`src/hdl/ipd_pkg.sv`:
```
package ipd_pkg;

    localparam int unsigned IPD_QUEUE_DEPTH = 2;

    localparam logic [7:0] TICK_RESET = 8'd85;

    // Durations in ticks.
    localparam logic [6:0] HDR_MARK_T   = 7'd106;
    localparam logic [6:0] BIT_MARK_T   = 7'd8;
    localparam logic [8:0] HDR_SPACE_T  = 9'd53;
    localparam logic [8:0] ONE_SPACE_T  = 9'd18;
    localparam logic [8:0] ZERO_SPACE_T = 9'd6;
    localparam logic [8:0] GAP_SPACE_T  = 9'd235;
    localparam logic [8:0] GAP_MULT     = 9'd2;
    localparam logic [8:0] DGAP_SPACE_T = 9'(GAP_MULT * GAP_SPACE_T);

    // Byte positions within the 16-byte frame.
    localparam logic [3:0] POS_HDR_A  = 4'd0;
    localparam logic [3:0] POS_HDR_B  = 4'd8;
    localparam logic [3:0] POS_FOOT_A = 4'd3;
    localparam logic [3:0] POS_FOOT_B = 4'd11;
    localparam logic [3:0] POS_DGAP_A = 4'd7;
    localparam logic [3:0] POS_DGAP_B = 4'd15;

    // What follows the eight data bits of a byte.
    localparam logic [1:0] TRL_NONE   = 2'd0;
    localparam logic [1:0] TRL_FOOTER = 2'd1;
    localparam logic [1:0] TRL_DGAP   = 2'd2;

    typedef struct packed {
        logic [7:0] byte_val;
        logic       hdr;
        logic [1:0] trailer;
        logic       frame_end;
    } desc_t;

endpackage

```
`src/hdl/ipd_front.sv`:
```
module ipd_front
    import ipd_pkg::*;
(
    input  logic       clk,
    input  logic       rst_n,
    input  logic       in_valid,
    output logic       in_ready,
    input  logic [7:0] byte_value,
    input  logic       q_full,
    output logic       push,
    output desc_t      push_desc
);

    logic [3:0] pos_reg;
    logic [3:0] pos_next;

    assign in_ready = !q_full;
    assign push     = in_valid && in_ready;
    assign pos_next = pos_reg + 4'd1;

    always_comb
    begin
        push_desc.byte_val  = byte_value;
        push_desc.hdr       = (pos_reg == POS_HDR_A) || (pos_reg == POS_HDR_B);
        push_desc.frame_end = (pos_reg == POS_DGAP_B);
        priority if ((pos_reg == POS_FOOT_A) || (pos_reg == POS_FOOT_B))
        begin
            push_desc.trailer = TRL_FOOTER;
        end
        else if ((pos_reg == POS_DGAP_A) || (pos_reg == POS_DGAP_B))
        begin
            push_desc.trailer = TRL_DGAP;
        end
        else
        begin
            push_desc.trailer = TRL_NONE;
        end
    end

    always_ff @(posedge clk or negedge rst_n)
    begin
        if (!rst_n)
        begin
            pos_reg <= '0;
        end
        else if (push)
        begin
            pos_reg <= pos_next;
        end
    end

endmodule

```
`src/hdl/ipd_queue.sv`:
```
module ipd_queue
    import ipd_pkg::*;
#(
    parameter int unsigned DEPTH = IPD_QUEUE_DEPTH
)
(
    input  logic  clk,
    input  logic  rst_n,
    input  logic  push,
    input  desc_t push_desc,
    output logic  full,
    input  logic  pop,
    output logic  head_valid,
    output desc_t head_desc
);

    localparam int unsigned PW = (DEPTH > 1) ? $clog2(DEPTH) : 1;
    localparam int unsigned CW = $clog2(DEPTH + 1);
    localparam logic [PW-1:0] PTR_LAST = PW'(DEPTH - 1);
    localparam logic [CW-1:0] CNT_FULL = CW'(DEPTH);

    desc_t         mem [DEPTH];
    logic [PW-1:0] wr_ptr_reg;
    logic [PW-1:0] wr_ptr_next;
    logic [PW-1:0] rd_ptr_reg;
    logic [PW-1:0] rd_ptr_next;
    logic [CW-1:0] count_reg;
    logic [CW-1:0] count_next;

    assign full       = (count_reg == CNT_FULL);
    assign head_valid = (count_reg != '0);
    assign head_desc  = mem[rd_ptr_reg];

    assign wr_ptr_next = (wr_ptr_reg == PTR_LAST) ? '0 : wr_ptr_reg + PW'(1);
    assign rd_ptr_next = (rd_ptr_reg == PTR_LAST) ? '0 : rd_ptr_reg + PW'(1);

    always_comb
    begin
        count_next = count_reg;
        if (push && !pop)
        begin
            count_next = count_reg + CW'(1);
        end
        else if (pop && !push)
        begin
            count_next = count_reg - CW'(1);
        end
    end

    always_ff @(posedge clk)
    begin
        if (push)
        begin
            mem[wr_ptr_reg] <= push_desc;
        end
    end

    always_ff @(posedge clk or negedge rst_n)
    begin
        if (!rst_n)
        begin
            wr_ptr_reg <= '0;
            rd_ptr_reg <= '0;
            count_reg  <= '0;
        end
        else
        begin
            count_reg <= count_next;
            if (push)
            begin
                wr_ptr_reg <= wr_ptr_next;
            end
            if (pop)
            begin
                rd_ptr_reg <= rd_ptr_next;
            end
        end
    end

endmodule

```
`src/hdl/ipd_back.sv`:
```
module ipd_back
    import ipd_pkg::*;
(
    input  logic        clk,
    input  logic        rst_n,
    input  logic [7:0]  tick,
    input  logic        head_valid,
    input  desc_t       head_desc,
    output logic        pop,
    output logic        out_valid,
    input  logic        out_ready,
    output logic [14:0] mark_us,
    output logic [16:0] space_us,
    output logic        last,
    output logic        frame_end
);

    logic [3:0]  step_reg;
    logic [3:0]  step_next;
    logic [3:0]  k;
    logic        advance;
    logic        pair_last;
    logic [6:0]  mark_t;
    logic [8:0]  space_t;
    logic [14:0] mark_prod;
    logic [16:0] space_prod;

    logic        out_valid_reg;
    logic [14:0] mark_reg;
    logic [16:0] space_reg;
    logic        last_reg;
    logic        frame_end_reg;

    // Step within the current byte; k counts from the first data bit.
    assign k = step_reg - {3'd0, head_desc.hdr};

    always_comb
    begin
        mark_t    = BIT_MARK_T;
        space_t   = ZERO_SPACE_T;
        pair_last = 1'b0;
        priority if (head_desc.hdr && (step_reg == 4'd0))
        begin
            mark_t  = HDR_MARK_T;
            space_t = HDR_SPACE_T;
        end
        else if (k < 4'd8)
        begin
            space_t   = head_desc.byte_val[k[2:0]] ? ONE_SPACE_T : ZERO_SPACE_T;
            pair_last = (k == 4'd7) && (head_desc.trailer == TRL_NONE);
        end
        else if (head_desc.trailer == TRL_DGAP)
        begin
            space_t   = DGAP_SPACE_T;
            pair_last = 1'b1;
        end
        else
        begin
            // Footer bits 0,1,0 and then the gap.
            priority if (k == 4'd9)
            begin
                space_t = ONE_SPACE_T;
            end
            else if (k >= 4'd11)
            begin
                space_t   = GAP_SPACE_T;
                pair_last = 1'b1;
            end
            else
            begin
                space_t = ZERO_SPACE_T;
            end
        end
    end

    assign mark_prod  = {8'd0, mark_t} * {7'd0, tick};
    assign space_prod = {8'd0, space_t} * {9'd0, tick};

    assign advance   = head_valid && (!out_valid_reg || out_ready);
    assign pop       = advance && pair_last;
    assign step_next = pair_last ? 4'd0 : step_reg + 4'd1;

    always_ff @(posedge clk or negedge rst_n)
    begin
        if (!rst_n)
        begin
            step_reg      <= '0;
            out_valid_reg <= 1'b0;
        end
        else
        begin
            if (advance)
            begin
                step_reg <= step_next;
            end
            if (advance)
            begin
                out_valid_reg <= 1'b1;
            end
            else if (out_ready)
            begin
                out_valid_reg <= 1'b0;
            end
        end
    end

    always_ff @(posedge clk)
    begin
        if (advance)
        begin
            mark_reg      <= mark_prod;
            space_reg     <= space_prod;
            last_reg      <= pair_last;
            frame_end_reg <= pair_last && head_desc.frame_end;
        end
    end

    assign out_valid = out_valid_reg;
    assign mark_us   = mark_reg;
    assign space_us  = space_reg;
    assign last      = last_reg;
    assign frame_end = frame_end_reg;

endmodule

```
`src/hdl/ir_pulse_distance_frame_encoder.sv`:
```
// The byte's descriptor is registered in the queue; its first pulse pair then passes to the output register.
// The single back-end sequencer emits one pulse pair per cycle while the output is not stalled;
// a byte causes 8 to 12 pairs.
// Bytes are taken every cycle until the descriptor queue (QUEUE_DEPTH entries) fills.
// Reset (rst_n low, asynchronous) clears the frame position, the queue and the output valid
// flag, and loads the tick register with 85 us.
module ir_pulse_distance_frame_encoder
    import ipd_pkg::*;
#(
    parameter int unsigned QUEUE_DEPTH = IPD_QUEUE_DEPTH
)
(
    input  logic        clk,
    input  logic        rst_n,
    input  logic        cfg_valid,
    output logic        cfg_ready,
    input  logic [7:0]  tick_us,
    input  logic        in_valid,
    output logic        in_ready,
    input  logic [7:0]  byte_value,
    output logic        out_valid,
    input  logic        out_ready,
    output logic [14:0] mark_us,
    output logic [16:0] space_us,
    output logic        last,
    output logic        frame_end
);

    logic [7:0] tick_us_reg;
    logic       q_full;
    logic       push;
    desc_t      push_desc;
    logic       pop;
    logic       head_valid;
    desc_t      head_desc;

    assign cfg_ready = 1'b1;

    always_ff @(posedge clk or negedge rst_n)
    begin
        if (!rst_n)
        begin
            tick_us_reg <= TICK_RESET;
        end
        else if (cfg_valid && cfg_ready)
        begin
            tick_us_reg <= tick_us;
        end
    end

    ipd_front u_front
    (
        .clk        (clk),
        .rst_n      (rst_n),
        .in_valid   (in_valid),
        .in_ready   (in_ready),
        .byte_value (byte_value),
        .q_full     (q_full),
        .push       (push),
        .push_desc  (push_desc)
    );

    ipd_queue #(
        .DEPTH (QUEUE_DEPTH)
    ) u_queue
    (
        .clk        (clk),
        .rst_n      (rst_n),
        .push       (push),
        .push_desc  (push_desc),
        .full       (q_full),
        .pop        (pop),
        .head_valid (head_valid),
        .head_desc  (head_desc)
    );

    ipd_back u_back
    (
        .clk        (clk),
        .rst_n      (rst_n),
        .tick       (tick_us_reg),
        .head_valid (head_valid),
        .head_desc  (head_desc),
        .pop        (pop),
        .out_valid  (out_valid),
        .out_ready  (out_ready),
        .mark_us    (mark_us),
        .space_us   (space_us),
        .last       (last),
        .frame_end  (frame_end)
    );

endmodule

```
`config.mk`:
```
export PLATFORM = sky130hd
export DESIGN_NAME = ir_pulse_distance_frame_encoder
export DESIGN_NICKNAME = d
export VERILOG_FILES = /design/src/hdl/ipd_pkg.sv /design/src/hdl/ipd_front.sv /design/src/hdl/ipd_queue.sv /design/src/hdl/ipd_back.sv /design/src/hdl/ir_pulse_distance_frame_encoder.sv
export SDC_FILE = /design/constraint.sdc
export NUM_CORES = 1
export LEC_CHECK = 0
export BUFFER_PORTS_ARGS = -buffer_cell sky130_fd_sc_hd__clkbuf_2
export CAP_MARGIN = 0
export CELL_PAD_IN_SITES_DETAIL_PLACEMENT = 0
export CELL_PAD_IN_SITES_GLOBAL_PLACEMENT = 1
export CORE_AREA = 2 2 113 115
export DETAILED_ROUTE_END_ITERATION = 10
export DIE_AREA = 0 0 115 117
export GPL_ROUTABILITY_DRIVEN = 0
export PLACE_DENSITY = 0.94
export SYNTH_ARGS = -nofsm -noshare
export SYNTH_HDL_FRONTEND = slang
export SYNTH_SLANG_ARGS = --single-unit
```
`constraint.sdc`:
```
create_clock -name clk -period 15 [get_ports clk]
set_input_delay 0 -clock clk [delete_from_list [all_inputs] [get_ports clk]]
set_output_delay 0 -clock clk [all_outputs]
set_load 0.03 [all_outputs]
```
# Word-level counts from Yosys, hierarchy flattened
# Memories as Yosys holds them, arrays and structs flattened.
# Cells that the tools add are included.
[classes] addsub=7 mul=2 div_mod_pow=0 n_lt_le_gt_ge=3 n_eq_ne=9 shifts=0 n_mux=25 bitwise_logic=0 n_reduce_logical=22
[op_table] operator="$mux W9" count=4
[op_table] operator="$mul A9 B8 Y17" count=1
[op_table] operator="$eq A4 B4 Y1 const B" count=4
[op_table] operator="$mul A7 B8 Y15" count=1
[op_table] operator="$mux W1" count=12
[op_table] operator="$add A4 B1 Y4 const B" count=2
[op_table] operator="$eq A4 B3 Y1 const B" count=2
[op_table] operator="$logic_and A1 B1 Y1" count=8
[op_table] operator="$logic_not A4 Y1" count=2
[op_table] operator="$mux W2" count=4
[op_table] operator="$mux W8" count=1
[op_table] operator="$mux W7" count=1
[op_table] operator="$reduce_bool A2 Y1" count=3
[op_table] operator="$mux W5" count=1
[op_table] operator="$eq A2 B2 Y1 const B" count=2
[op_table] operator="$eq A4 B2 Y1 const B" count=1
[op_table] operator="$ge A4 B4 Y1 const B" count=1
[op_table] operator="$logic_not A1 Y1" count=4
[op_table] operator="$logic_or A1 B1 Y1" count=4
[op_table] operator="$lt A3 B4 Y1 const B" count=1
[op_table] operator="$lt A4 B4 Y1 const B" count=1
[op_table] operator="$mux W4" count=1
[op_table] operator="$sub A4 B1 Y4" count=1
[op_table] operator="$bmux W1 S3" count=1
[op_table] operator="4 further kinds" count=5
[word_totals] ff_bits=55 latch_bits=0 ram_bits=24 rom_bits=0 in_bits=21 out_inout_bits=37 elab_cells=80 mem_count=1
[mem_list] name="u_queue.mem" depth=2 width=12 read_ports=1 rd_ports_with_merged_regs=0 wr=1 line="ipd_queue.sv:22" text="desc_t mem [DEPTH];"

# Logic depth before layout (Yosys ltp)
# An unclocked memory read counts as a cell.
[depth] ltp_word=12 mapped_depth=24 mapped_depth_nobuf=22

# By module
# From an unflattened synthesis, not the netlist that was laid out.
[unflattened] cells_unflattened=599 area_unflattened_um2=6680.2
[modules_own_cells] module="ipd_back" n_inst=1 cells_per_inst=497 area_each_um2=4933.5 seq_area_each_um2=1116.1
[modules_own_cells] module="ipd_queue" n_inst=1 cells_per_inst=53 area_each_um2=1089.8 seq_area_each_um2=820.8
[modules_own_cells] module="ir_pulse_distance_frame_encoder" n_inst=1 cells_per_inst=19 area_each_um2=347.8 seq_area_each_um2=205.2
[modules_own_cells] module="ipd_front" n_inst=1 cells_per_inst=30 area_each_um2=309.0 seq_area_each_um2=100.1

# Worst setup path before layout
# Ideal clock, no wire load.
[synth_path] kind="flip-flop to flip-flop" from="register u_queue.rd_ptr_reg" to="register u_back.space_reg[13], in the netlist u_back.space_us[13] (data pin)" setup_ps=259 t_arrival_ps=5785 required_time_ps=14741 slack_ps=8956 path_stages_with_launch=20 n_path_buf=1 synth_period_minus_slack_ps=6044 path_cell_list="dfrtp_1 > buf_6 > mux2_2 > ha_1 > mux4_2 > mux4_2 > nor3_2 > a41oi_1 > and2_1 > fa_1 > fa_1 > fa_1 > inv_1 > fa_1 > inv_1 > ha_1 > or3_1 > or3_1 > a41oi_1 > xnor2_1"
[synth_via] elab_chain_len=9 elab_cells_between_ends=16 classes_between="add/sub (1); mul (1); order compare (2); eq/ne (2); mux (8); reduce/logical (1); memory (1)"
[synth_lines] item="from (decl)" line="ipd_queue.sv:25" text="logic [PW-1:0] rd_ptr_reg;"
[synth_lines] item="from (signal assigned)" line="ipd_queue.sv:75" text="rd_ptr_reg <= rd_ptr_next;"
[synth_lines] item="$mem_v2 Z2 W12 (*)"
[synth_lines] item="$sub A4 B1 Y4" line="ipd_back.sv:35" text="assign k = step_reg - {3'd0, head_desc.hdr};"
[synth_lines] item="$ge A4 B4 Y1" line="ipd_back.sv:64" text="else if (k >= 4'd11)"
[synth_lines] item="$mux W8" line="ipd_back.sv:64"
[synth_lines] item="$mux W9" line="ipd_back.sv:60" text="priority if (k == 4'd9)"
[synth_lines] item="$mux W9" line="ipd_back.sv:52" text="else if (head_desc.trailer == TRL_DGAP)"
[synth_lines] item="$mux W9" line="ipd_back.sv:47" text="else if (k < 4'd8)"
[synth_lines] item="$mux W9 (*)" line="ipd_back.sv:42" text="priority if (head_desc.hdr && (step_reg == 4'd0))"
[synth_lines] item="$mul A9 B8 Y17 (*)" line="ipd_back.sv:77" text="assign space_prod = {8'd0, space_t} * {9'd0, tick};"
[synth_lines] item="named net u_back.space_prod[13]" line="ipd_back.sv:26" text="logic [16:0] space_prod;"
[synth_lines] item="to (signal assigned)" line="ipd_back.sv:112" text="space_reg <= space_prod;"
[synth_lines] item="to (decl)" line="ipd_back.sv:30" text="logic [16:0] space_reg;"
# The timed path passes the listed nets; every way through them passes the cells marked *. The select of a mux whose other input is x is not followed.
# A chain may end at the register's enable or synchronous reset.

# Worst setup path in the final report
[layout_path] from="register u_queue.rd_ptr_reg" to="register u_back.space_reg[15], in the netlist u_back.space_us[15] (data pin)"
# Same word-level chain as after synthesis.

==> metrics <==
critical path's slowest cell dfrtp_1; clk_lat worst skew 0.35 ns; die height 117 microns; Synth warnings 0; area of the multi-input gates 3719 sq um; max incr delay on CP 0.59 ns; Post-synth EDFFs 57; critical path's top delay family adder cells; port bufs 55; crit start category register; post-route cell area 7306 sq um; Fillers 1,021; Final ANT Viol Nets 0; cts bufs inserted 9; Worst-Margin Slew 1.002 ns; Slew HR 32.96%; top post-synthesis cells by count 101 x inv_1, 84 x ha_1, 57 x edfxtp_1; die area 13,460 sq um; CP dominant cell by count fa_1; All-Layer GR Usage 19.83%; Post-CTS Setup Bufs 0; Via Count 4,259; initial antenna violation count 0; hold path depth 2; share of cells above drive strength 1 14.16%; RSZ-0062 raised after global routing false; Hold Vio Cnt, Final 0; Critical path buffers and inverters 2; sequential cell area fraction in the yosys report 35.10%; min cycle time layout 6.729 ns; largest net degree at the start of global routing 37; post-synth top area share 26.80%; ANT cells 0; Syn Nets 730; Initial DRC Count 208; post-synth top area cell edfxtp_1; reg2reg start u_queue.rd_ptr_reg; Largest register FFs 24; Detailed Route WL 11.99 mm; Synth Cell Area 6387 sq um; # DRC 0; row count 41; CTS HTree Levels 3; Hold Path Sink tick_us_reg[6]; CTS tree yes; Via density 5.278; CTS Sinks 78; CTS Root Cell clkbuf_16; Largest Register u_queue.mem; first-pass GRT wire length 20.57 mm; #FFs+latches synth 78; Post-synth ARST share 26.92%; register area 2242 sq um; worst r2r dst u_back.space_us[15]; synth top area cells edfxtp_1 27%, ha_1 16%, fa_1 16%; Slew Limit Fails 0; Final Cycle Share 44.86%; hold_ws 0.01262 ns; area of the core 12,310 sq um; Fmax 148.6 MHz; drt pass-1 iters 4; # IOs 58; fin nets 808; Yosys cell types 53; max-cap check violation count 0; Primary FF master, synth edfxtp_1; r2r worst-path depth 19; global route total overflow 0; CTS clk-pin slew, worst paths 0.07 ns; Crit Path Max Fanout 10; most numerous cell in the Yosys netlist inv_1; Final setup viols 0; Detailed Place HPWL 9.371 mm; post-layout util 59.34%; Worst Skew 0.009309 ns; Crit. End Element register; r2r setup slk 8.27 ns; cts hold-fix bufs 19; HP Start cfg_valid; Post-DP Area 6810 sq um; Clock Tree Buf Depth 2; critical path required time 15.09 ns; status completed; drt wl/cell 14.85 microns; Die Wd 115 microns; worst path cell trace mux2_2 > ha_1 > ha_1 > xnor2_1 > mux4_2 > nor3_2 > a41oi_1 > and2_1 > fa_1 > fa_1 > fa_1 > inv_1 > fa_1 > inv_1 > ha_1 > or3_1 > o31ai_1 > o21ai_1 > xor2_1; Worst EP arrival 6.82 ns; Synth Instances 574; setup TNS 0 ns; vias in the first global route 4,473; CP Class register to register; Resized Gates After CTS 0; Hold Path Class input pin to register; Avg Cell Area, Syn 11.13 sq um; Layout Area Growth over Synthesis 14.38%; Initial Util 51.88%
[logic make-up after synthesis]
kind of cell    share of synthesized area [%]
buf+inv                                 6.680
compound gates                          6.229
other cells                            0.1176
flops                                   35.10
xor+xnor                                4.251
fa+ha+maj                               32.44
simple gates                            11.91
mux                                     3.271
[through the flow]
| stage | worst slack (ns) | instances |
|---|---|---|
| finish | 8.271 | 807 |
| global route | 7.866 | 807 |
| CTS | 8.313 | 807 |
| detailed placement | 8.344 | 772 |
| global placement | 8.578 | 772 |
| floorplan | 8.956 | 574 |
[routing by layer]
layer / up-vias / routed length, microns / GRT usage, %
met1: 2074 / 5156 / 24.57
met4: 0 / 231 / 7.631
met2: 92 / 6146 / 35.14
met3: 17 / 452 / 3.141
met5: - / 0 / 0
li1: 2076 / - / -
[worst max path at each step]
stage	slack, ns	depth (start not counted)	from	end
4_1_cts	8.31	21	u_queue.rd_ptr_reg	u_back.space_us[15]
3_3_place_gp	8.58	21	u_queue.rd_ptr_reg	u_back.space_us[13]
3_5_place_dp	8.34	21	u_queue.rd_ptr_reg	u_back.space_us[15]
5_1_grt	7.87	20	u_queue.rd_ptr_reg	u_back.space_us[16]
2_1_floorplan	8.96	19	u_queue.rd_ptr_reg	u_back.space_us[13]
6_report	8.27	19	u_queue.rd_ptr_reg	u_back.space_us[15]
[layout by cell type, fill, tap and decap left out, types with 19 or more instances in the layout]
cell	n
nor2_1	25
xnor2_1	19
nand2_1	36
fa_1	51
inv_1	101
edfxtp_1	57
clkbuf_2	55
dlygate4sd3_1	19
ha_1	84
and2_1	38
[final cells by class]
type                       instances  area share, %
clock buffer                       9          3.083
clock inverter                     7          1.096
inverter                         101          5.189
multi-input combinational        387          50.90
sequential                        78          30.69
tap                              150          2.569
timing repair buffer              75          6.474
Power is not shown: default switching activity piles up to over one toggle a cycle in this logic, so the estimate is an artifact.
